==> src/design/plde_pkg.sv <==
// Shared constants and types for the packet loss and delay emulator.
package plde_pkg;

  localparam int QUEUE_DEPTH_DEF = 32;
  localparam int HANDLE_BITS_DEF = 8;

  localparam int TIME_W  = 32;
  localparam int LEN_W   = 16;
  localparam int DELAY_W = 16;
  localparam int THR_W   = 17;
  localparam int CFG_IDX_W  = 2;
  localparam int CFG_DATA_W = 17;

  typedef enum logic [2:0] {
    OC_FORWARDED = 3'd0,
    OC_QUEUED    = 3'd1,
    OC_LOST      = 3'd2,
    OC_OVERSIZE  = 3'd3,
    OC_FULL      = 3'd4,
    OC_RELEASED  = 3'd5,
    OC_TICK_DONE = 3'd6
  } outcome_t;

  typedef enum logic [CFG_IDX_W-1:0] {
    REG_LOSS_THRESHOLD = 2'd0,
    REG_MTU            = 2'd1,
    REG_MIN_DELAY      = 2'd2,
    REG_DELAY_VARIANCE = 2'd3
  } cfg_reg_t;

  localparam logic ACT_SEND = 1'b0;
  localparam logic ACT_TICK = 1'b1;

endpackage

==> src/design/plde_ram.sv <==
// Generic single-write, single-read RAM with registered read data.
module plde_ram #(
  parameter int WIDTH = 8,
  parameter int DEPTH = 32
) (
  input  logic                                    clk,
  input  logic                                    we,
  input  logic [((DEPTH > 1) ? $clog2(DEPTH) : 1)-1:0] waddr,
  input  logic [WIDTH-1:0]                        wdata,
  input  logic [((DEPTH > 1) ? $clog2(DEPTH) : 1)-1:0] raddr,
  output logic [WIDTH-1:0]                        rdata
);

  logic [WIDTH-1:0] mem [DEPTH];

  always_ff @(posedge clk) begin
    if (we) begin
      mem[waddr] <= wdata;
    end
    rdata <= mem[raddr];
  end

endmodule

==> src/design/plde_mod.sv <==
// Bit-serial restoring remainder unit: 32-bit dividend modulo 16-bit divisor.
module plde_mod (
  input  logic                           clk,
  input  logic                           rst,
  input  logic                           start,
  input  logic [plde_pkg::TIME_W-1:0]    dividend,
  input  logic [plde_pkg::DELAY_W-1:0]   divisor,
  output logic                           done,
  output logic [plde_pkg::DELAY_W-1:0]   remainder
);
  import plde_pkg::*;

  logic                 busy;
  logic [4:0]           step;
  logic [TIME_W-1:0]    dvd;
  logic [DELAY_W-1:0]   dvs;
  logic [DELAY_W:0]     rem;
  logic [DELAY_W:0]     trial;

  // One dividend bit is shifted in per cycle.
  assign trial = {rem[DELAY_W-1:0], dvd[TIME_W-1]};
  assign remainder = rem[DELAY_W-1:0];

  always_ff @(posedge clk) begin
    if (rst) begin
      busy <= 1'b0;
      done <= 1'b0;
      step <= '0;
    end else begin
      done <= 1'b0;
      if (start) begin
        busy <= 1'b1;
        step <= '0;
        dvd  <= dividend;
        dvs  <= divisor;
        rem  <= '0;
      end else if (busy) begin
        if (trial >= {1'b0, dvs}) begin
          rem <= trial - {1'b0, dvs};
        end else begin
          rem <= trial;
        end
        dvd  <= {dvd[TIME_W-2:0], 1'b0};
        step <= step + 5'd1;
        if (step == 5'd31) begin
          busy <= 1'b0;
          done <= 1'b1;
        end
      end
    end
  end

endmodule

==> src/design/packet_loss_delay_emulator_top.sv <==
// Packet loss and delay emulator: top level with sequencer and held-descriptor store.
// Each beat on the input is a send request or a time tick, and the block stalls its input
// until that beat's results are all handed on. A lost or oversize send goes straight to its
// result; a send that passes those checks has its delay formed (a nonzero variance first waits
// for the bit-serial remainder unit) and is then forwarded, refused as full or put into an
// empty store. A send that is queued into a non-empty store also walks the ring-ordered store
// through its single RAM read port, reading and comparing entries in turn and then reading and
// writing each entry that moves up. A tick reads and compares the head entry, releasing each
// due entry, then gives its final beat. Output stalls lengthen every path.
module packet_loss_delay_emulator_top #(
  parameter int QUEUE_DEPTH = plde_pkg::QUEUE_DEPTH_DEF,
  parameter int HANDLE_BITS = plde_pkg::HANDLE_BITS_DEF
) (
  input  logic                               clk,
  input  logic                               rst,
  input  logic                               in_valid,
  output logic                               in_stall,
  input  logic                               action,
  input  logic [plde_pkg::TIME_W-1:0]        now,
  input  logic [plde_pkg::LEN_W-1:0]         packet_length,
  input  logic [HANDLE_BITS-1:0]             packet_handle,
  input  logic [plde_pkg::DELAY_W-1:0]       loss_random,
  input  logic [plde_pkg::TIME_W-1:0]        delay_random,
  output logic                               out_valid,
  input  logic                               out_stall,
  output logic [2:0]                         outcome,
  output logic [HANDLE_BITS-1:0]             out_handle,
  output logic [plde_pkg::LEN_W-1:0]         out_length,
  output logic                               last,
  input  logic                               cfg_valid,
  output logic                               cfg_ready,
  input  logic [plde_pkg::CFG_IDX_W-1:0]     cfg_index,
  input  logic [plde_pkg::CFG_DATA_W-1:0]    cfg_data
);
  import plde_pkg::*;

  localparam int AW = (QUEUE_DEPTH > 1) ? $clog2(QUEUE_DEPTH) : 1;
  localparam int CW = $clog2(QUEUE_DEPTH + 1);
  localparam int DW = TIME_W + HANDLE_BITS + LEN_W;

  typedef enum logic [3:0] {
    IDLE, DIV, DELAY, SCAN_RD, SCAN_CMP, SHIFT_RD, SHIFT_WR, PUT, EMIT, TICK_RD, TICK_CMP
  } state_t;

  state_t state;

  logic [THR_W-1:0]      loss_threshold;
  logic [LEN_W-1:0]      mtu;
  logic [DELAY_W-1:0]    min_extra_delay;
  logic [DELAY_W-1:0]    delay_variance;

  logic [TIME_W-1:0]      now_q;
  logic [TIME_W-1:0]      due_q;
  logic [LEN_W-1:0]       len_q;
  logic [HANDLE_BITS-1:0] hnd_q;
  outcome_t               pend_oc;

  logic [AW-1:0] head;
  logic [CW-1:0] count;
  logic [CW-1:0] idx;
  logic [CW-1:0] pos;

  logic          accept;
  logic          lost;
  logic          oversize;
  logic          slot_free;
  logic          load_beat;
  logic          div_start;
  logic          div_done;
  logic [DELAY_W-1:0] div_rem;
  logic [DELAY_W-1:0] delay;
  logic [TIME_W-1:0]  cmp_diff;
  logic [TIME_W-1:0]  age;

  logic          ram_we;
  logic [AW-1:0] ram_waddr;
  logic [AW-1:0] ram_raddr;
  logic [DW-1:0] ram_wdata;
  logic [DW-1:0] ram_rdata;
  logic [TIME_W-1:0] rd_due;

  // Logical position in the ring to physical RAM address.
  function automatic logic [AW-1:0] phys(input logic [AW-1:0] hd, input logic [CW-1:0] x);
    logic [CW:0] s;
    s = {{(CW + 1 - AW){1'b0}}, hd} + {1'b0, x};
    if (s >= (CW + 1)'(QUEUE_DEPTH)) begin
      s = s - (CW + 1)'(QUEUE_DEPTH);
    end
    return s[AW-1:0];
  endfunction

  assign cfg_ready = 1'b1;
  assign in_stall  = (state != IDLE);
  assign accept    = in_valid && !in_stall;
  assign slot_free = !out_valid || !out_stall;
  assign load_beat = slot_free && ((state == EMIT) || (state == TICK_CMP && !age[TIME_W-1]));

  assign lost      = (loss_threshold != '0) && ({1'b0, loss_random} < loss_threshold);
  assign oversize  = packet_length > mtu;
  assign div_start = accept && (action == ACT_SEND) && !lost && !oversize &&
                     (delay_variance != '0);

  assign delay    = min_extra_delay + ((delay_variance != '0) ? div_rem : '0);
  assign rd_due   = ram_rdata[DW-1 -: TIME_W];
  assign cmp_diff = rd_due - due_q;
  assign age      = now_q - rd_due;

  always_ff @(posedge clk) begin
    if (rst) begin
      loss_threshold  <= '0;
      mtu             <= '1;
      min_extra_delay <= '0;
      delay_variance  <= '0;
    end else if (cfg_valid && cfg_ready) begin
      unique case (cfg_reg_t'(cfg_index))
        REG_LOSS_THRESHOLD: loss_threshold  <= cfg_data;
        REG_MTU:            mtu             <= cfg_data[LEN_W-1:0];
        REG_MIN_DELAY:      min_extra_delay <= cfg_data[DELAY_W-1:0];
        REG_DELAY_VARIANCE: delay_variance  <= cfg_data[DELAY_W-1:0];
        default: ;
      endcase
    end
  end

  plde_mod u_mod (
    .clk       (clk),
    .rst       (rst),
    .start     (div_start),
    .dividend  (delay_random),
    .divisor   (delay_variance),
    .done      (div_done),
    .remainder (div_rem)
  );

  always_comb begin
    ram_we    = 1'b0;
    ram_waddr = phys(head, pos);
    ram_wdata = {due_q, hnd_q, len_q};
    ram_raddr = phys(head, idx);
    unique case (state)
      SHIFT_WR: begin
        ram_we    = 1'b1;
        ram_waddr = phys(head, idx + CW'(1));
        ram_wdata = ram_rdata;
      end
      PUT: begin
        ram_we = 1'b1;
      end
      // The head entry stays on the read port while its release waits for the output.
      TICK_RD, TICK_CMP: begin
        ram_raddr = head;
      end
      default: ;
    endcase
  end

  plde_ram #(
    .WIDTH (DW),
    .DEPTH (QUEUE_DEPTH)
  ) u_ram (
    .clk   (clk),
    .we    (ram_we),
    .waddr (ram_waddr),
    .wdata (ram_wdata),
    .raddr (ram_raddr),
    .rdata (ram_rdata)
  );

  always_ff @(posedge clk) begin
    if (rst) begin
      state     <= IDLE;
      out_valid <= 1'b0;
      head      <= '0;
      count     <= '0;
    end else begin
      if (out_valid && !out_stall && !load_beat) begin
        out_valid <= 1'b0;
      end
      unique case (state)
        IDLE: begin
          if (accept) begin
            now_q <= now;
            len_q <= packet_length;
            hnd_q <= packet_handle;
            if (action == ACT_TICK) begin
              pend_oc <= OC_TICK_DONE;
              state   <= (count == '0) ? EMIT : TICK_RD;
            end else if (lost) begin
              pend_oc <= OC_LOST;
              state   <= EMIT;
            end else if (oversize) begin
              pend_oc <= OC_OVERSIZE;
              state   <= EMIT;
            end else if (delay_variance != '0) begin
              state <= DIV;
            end else begin
              state <= DELAY;
            end
          end
        end
        DIV: begin
          if (div_done) begin
            state <= DELAY;
          end
        end
        DELAY: begin
          idx   <= '0;
          due_q <= now_q + {{(TIME_W - DELAY_W){1'b0}}, delay};
          if (delay == '0) begin
            pend_oc <= OC_FORWARDED;
            state   <= EMIT;
          end else if (count == CW'(QUEUE_DEPTH)) begin
            pend_oc <= OC_FULL;
            state   <= EMIT;
          end else if (count == '0) begin
            pos   <= '0;
            state <= PUT;
          end else begin
            state <= SCAN_RD;
          end
        end
        SCAN_RD: begin
          state <= SCAN_CMP;
        end
        SCAN_CMP: begin
          // The new entry goes before the first one due strictly later.
          if (cmp_diff != '0 && !cmp_diff[TIME_W-1]) begin
            pos   <= idx;
            idx   <= count - CW'(1);
            state <= SHIFT_RD;
          end else if (idx + CW'(1) == count) begin
            pos   <= count;
            state <= PUT;
          end else begin
            idx   <= idx + CW'(1);
            state <= SCAN_RD;
          end
        end
        SHIFT_RD: begin
          state <= SHIFT_WR;
        end
        SHIFT_WR: begin
          if (idx == pos) begin
            state <= PUT;
          end else begin
            idx   <= idx - CW'(1);
            state <= SHIFT_RD;
          end
        end
        PUT: begin
          count   <= count + CW'(1);
          pend_oc <= OC_QUEUED;
          state   <= EMIT;
        end
        EMIT: begin
          if (slot_free) begin
            out_valid <= 1'b1;
            outcome   <= pend_oc;
            last      <= 1'b1;
            if (pend_oc == OC_TICK_DONE) begin
              out_handle <= '0;
              out_length <= '0;
            end else begin
              out_handle <= hnd_q;
              out_length <= len_q;
            end
            state <= IDLE;
          end
        end
        TICK_RD: begin
          state <= TICK_CMP;
        end
        TICK_CMP: begin
          if (age[TIME_W-1]) begin
            state <= EMIT;
          end else if (slot_free) begin
            out_valid  <= 1'b1;
            outcome    <= OC_RELEASED;
            last       <= 1'b0;
            out_handle <= ram_rdata[LEN_W +: HANDLE_BITS];
            out_length <= ram_rdata[LEN_W-1:0];
            head       <= (head == AW'(QUEUE_DEPTH - 1)) ? '0 : head + AW'(1);
            count      <= count - CW'(1);
            state      <= (count == CW'(1)) ? EMIT : TICK_RD;
          end
        end
        default: state <= IDLE;
      endcase
    end
  end

endmodule

==> config.mk <==
export PLATFORM = sky130hd
export DESIGN_NAME = packet_loss_delay_emulator_top
export DESIGN_NICKNAME = d
export VERILOG_FILES = /design/src/design/plde_pkg.sv /design/src/design/plde_ram.sv /design/src/design/plde_mod.sv /design/src/design/packet_loss_delay_emulator_top.sv
export SDC_FILE = /design/constraint.sdc
export NUM_CORES = 2
export LEC_CHECK = 0
export ABC_CLOCK_PERIOD_IN_PS = 8800
export BUFFER_PORTS_ARGS = -buffer_cell sky130_fd_sc_hd__clkbuf_2
export CAP_MARGIN = 10
export CORE_MARGIN = 2
export CORE_UTILIZATION = 30
export CTS_CLUSTER_SIZE = 14
export DETAILED_ROUTE_END_ITERATION = 10
export PLACE_DENSITY_LB_ADDON = 0.12
export SYNTH_ARGS = -nofsm -noshare
export SYNTH_HDL_FRONTEND = slang
export SYNTH_HIERARCHICAL = 1
export SYNTH_SLANG_ARGS = --single-unit
==> constraint.sdc <==
create_clock -name clk -period 8.8 [get_ports clk]
set_input_delay 2.2 -clock clk [delete_from_list [all_inputs] [get_ports clk]]
set_output_delay 2.2 -clock clk [all_outputs]
set_load 0.01 [all_outputs]
==> metrics.md <==
| Metric | Value |
|---|---|
| Status | finished, final reports clean |
| Port Buf Inserts | 158 |
| Initial antenna violation count | 9 |
| Max Cap Viol | 0 |
| Sequential power share | about half |
| Fmax | between 150 and 200 MHz |
| Final number of setup-violating endpoints | 0 |
| Yosys reg bits | about 2100 |
| Tightest Hold Check Type | reg2reg |
| Worst Tran Pin Value | 1.21 ns |
| DRT Pass-1 Iters | 6 |
| Cell taking the most area after synthesis | edfxtp_1 |
| Synth cell types | 90 |
| # rows | 200 |
| Asr flop ratio synth | 0% |
| Lkg Pwr | ~36 nW |
| Setup TNS | 0 ns |
| PostCTS Resize Cnt | 0 |
| Slew HR | 19.5% |
| Pre-CTS setup slack | 2.57 ns |
| Data required, critical path | between 9 and 10 ns |
| Reg area | approximately 63000 sq um |
| Clock root buffer | clkbuf_16 |
| Die W | 550 microns |
| Peak supply drop | 0.172 mV |
| CORE AREA | 297000 sq um |
| Vias per std cell | 5.04 |
| Die Height | 550 microns |
| Startpoint Class | register |
| Power share of the combinational group | 10.4% |
| Layout cells sized above 1 | 12.1% |
| CTS tree | yes |
| Antenna viol nets, final | 0 |
| Final slew viol count | 0 |
| Final RePlAce weighted congestion | 0.795 |
| Ys Warns | 6 |
| Tmin final | roughly 6.3 ns |
| Psw | 0.00581 W |
| Max Root-Sink Buffers | 4 |
| Syn_area_per_cell | 15.0 sq um |
| Clock skew | a little over 0.06 ns |
| Ranking of synthesized cells by area | edfxtp_1 67%, mux2i_1 10%, dfxtp_1 3.2% |
| Crit share post-route | 72.1% |
| Int Pwr | 0.0177 W |
| Hold Vio Cnt, Final | 0 |
| WP buf/inv | 0 |
| Filler cell count | 28800 |
| CP arrival | 6.95 ns |
| Die area | 303000 sq um |
| Sw frac | 24.7% |
| First-pass GRT wire length | 393000 microns |
| CP max FO | 18 |
| Delay-heaviest family, CP | simple AND/OR/NAND/NOR gates |
| Final Net Count | roughly 6500 |
| TritonCTS Buffers | between 200 and 250 |
| Initial Utilization | 30.2% |
| Top cell type's share of synthesized area | 66.7% |
| Final WL | 278000 microns |
| Pwr/cell area | around 230 nW/um^2 |
| HPWL Detailed | 159000 microns |
| CTS Hold Buffers Added | 0 |
| Global route overflow | 0 |
| Syn nets | 6248 |
| Cell area after synthesis | 89500 sq um |
| WS Path Type | reg2reg |
| Number of H-tree levels | 4 |
| Global Route Usage Sum | 18.0% |
| Largest net degree at the start of global routing | 117 |
| Max incr delay on CP | between 0.6 and 0.7 ns |
| Fin worst setup slack | 2.46 ns |
| Initial DRC Count | 3948 |
| Dominant synthesized flop cell | edfxtp_1 |
| Vias in the first global route | 52000 |
| Mapped Cells | 5955 |
| Via count | 51900 |
| CP Capture Type | register |
| Drt wl/cell | around 27 microns |
| RSZ-0062 raised after global routing | no |
| Clock power frac | 41.0% |
| Reg clk slew, reported paths | approximately 0.06 ns |
| Top Ports | 160 |
| Seq/Total Area, Yosys | 69.9% |
| EDFF count, synth | 1987 |
| Layout area overhead | 14.7% |
| CTS Sinks | 2131 |
| Slowest-stage cell, CP | nand4_1 |
| Multi-input logic area | 25100 sq um |
| DRC Markers | 0 |
| CP cell instances | nor4_1, nand4_1, and2_1, ha_1, fa_1, a211oi_1, o21a_1, o21bai_1, a21oi_1, xnor2_1, ha_1, and2_1, o21ai_0, o31ai_1, nor4_1, o41ai_1, a21o_1, a31oi_1, nor2b_1, xor2_1 |
| Skew-Pair Late Insertion Delay | 0.90 ns |
| Post CTS Setup Buffer Count | 0 |
==> power by group through the flow <==
stage               logic (W)  registers, W  clock network, W
floorplan             0.00166        0.0115                 0
global placement      0.00244        0.0117                 0
detailed placement    0.00245        0.0117                 0
CTS                   0.00246        0.0115           0.00990
global route          0.00266        0.0115            0.0103
finish                0.00243        0.0114           0.00963
==> routing by layer <==
| layer | vias to the layer above | track usage (%) | part of all wire (%) |
|---|---|---|---|
| met5 | - | 0 | 0.0097 |
| met4 | 4 | 4.19 | 2.2 |
| met3 | 310 | 2.10 | 3.5 |
| li1 | 23400 | - | - |
| met2 | 1036 | 29.7 | 48 |
| met1 | 27100 | 25.2 | 46 |
==> flip-flops by register name, summed over array words and instances, names as in the netlist, 16 cells and up <==
name,count
loss_threshold,17
u_mod/dvd,32
u_ram/rdata,56
u_mod/dvs,16
u_ram/mem,1792
now_q,32
out_length,16
u_mod/rem,16
mtu,16
delay_variance,16
due_q,32
min_extra_delay,16
len_q,16
==> final timing paths <==
check | startpoint | to | slack, ns | depth (start not counted)
max reg2reg | delay_variance[3] | due_q[20] | 2.46 | 20
min | delay_variance[11] | u_mod/dvs[11] | 0.46 | 0
min reg2reg | delay_variance[11] | u_mod/dvs[11] | 0.46 | 0
max | delay_variance[3] | due_q[20] | 2.46 | 20
==> area by class of cell <==
type | instances | share of cell area (%)
Timing Repair Buffer | 291 | 2.04
Clock buffer | 348 | 6.53
Tap cell | 3939 | 4.80
Inverter | 142 | 0.519
Antenna cell | 1 | 0.00244
Multi-Input combinational cell | 3368 | 24.4
Sequential cell | 2131 | 60.9
Clock inverter | 84 | 0.756
==> cells in the final DEF, fill, tap and decap left out, drive strengths merged, types with 7 or more instances in the layout <==
| cell | n |
|---|---|
| edfxtp | 1987 |
| mux2i | 910 |
| clkbuf | 506 |
| nand2 | 498 |
| a21oi | 323 |
| nand3 | 215 |
| a22oi | 170 |
| ha | 158 |
| inv | 145 |
| dfxtp | 144 |
| a22o | 136 |
| buf | 133 |
| nor2 | 122 |
| o21ai | 117 |
| nor3 | 85 |
| a31oi | 76 |
| xnor2 | 70 |
| clkinv | 61 |
| a21o | 43 |
| mux2 | 38 |
| o211ai | 35 |
| xor2 | 34 |
| nand4 | 32 |
| and2 | 30 |
| nor4 | 28 |
| nor2b | 24 |
| nand2b | 23 |
| a211oi | 20 |
| or3 | 18 |
| o21a | 16 |
| and3 | 15 |
| bufinv | 12 |
| a211o | 9 |
| o21bai | 8 |
| o31ai | 8 |
| a311oi | 8 |
| clkinvlp | 8 |
| or2 | 8 |
| nand3b | 7 |
==> metrics by stage <==
step / util, % / area [sq um] / cells / power [W] / hold slack [ns]
floorplan: - / 89500 / 5955 / 0.0132 / 0.430
global placement: 32.0 / 95000 / 9861 / 0.0141 / 0.438
detailed placement: 32.0 / 95100 / 9864 / 0.0141 / 0.443
CTS: 34.6 / 103000 / 10300 / 0.0238 / 0.457
global route: 34.6 / 103000 / 10300 / 0.0244 / 0.474
finish: 34.6 / 103000 / 10300 / 0.0235 / 0.455
==> synth_stat cells, types with 27 or more instances <==
master,count
a22oi_1,170
buf_6,38
nand4_1,32
clkbuf_1,153
and2_1,28
ha_1,158
buf_4,52
mux2_2,37
o21ai_0,112
o211ai_1,34
a31oi_1,76
xor2_1,34
nand2_1,497
dfxtp_1,144
nor3_1,84
inv_1,142
a21oi_1,321
xnor2_1,70
nor2_1,121
edfxtp_1,1987
nor4_1,27
mux2i_1,910
a21o_1,43
nand3_1,215
a22o_1,136
buf_2,44
==> logic make-up (layout without fill, tap and decap cells) <==
logic type	count (synthesis)	in the layout	share of synthesized area [%]
DFF	2131	2131	69.9
and+or+nand+nor	1130	1130	5.86
AOI/OAI and AO/OA	1021	1021	7.59
muxes	948	948	10.7
buffers and inverters	456	865	2.65
adders and majority gates	164	164	2.34
xor gates and xnor gates	104	104	1.02
other	1	2	0.00419
Note: power is estimated with default switching activity, not from simulation.
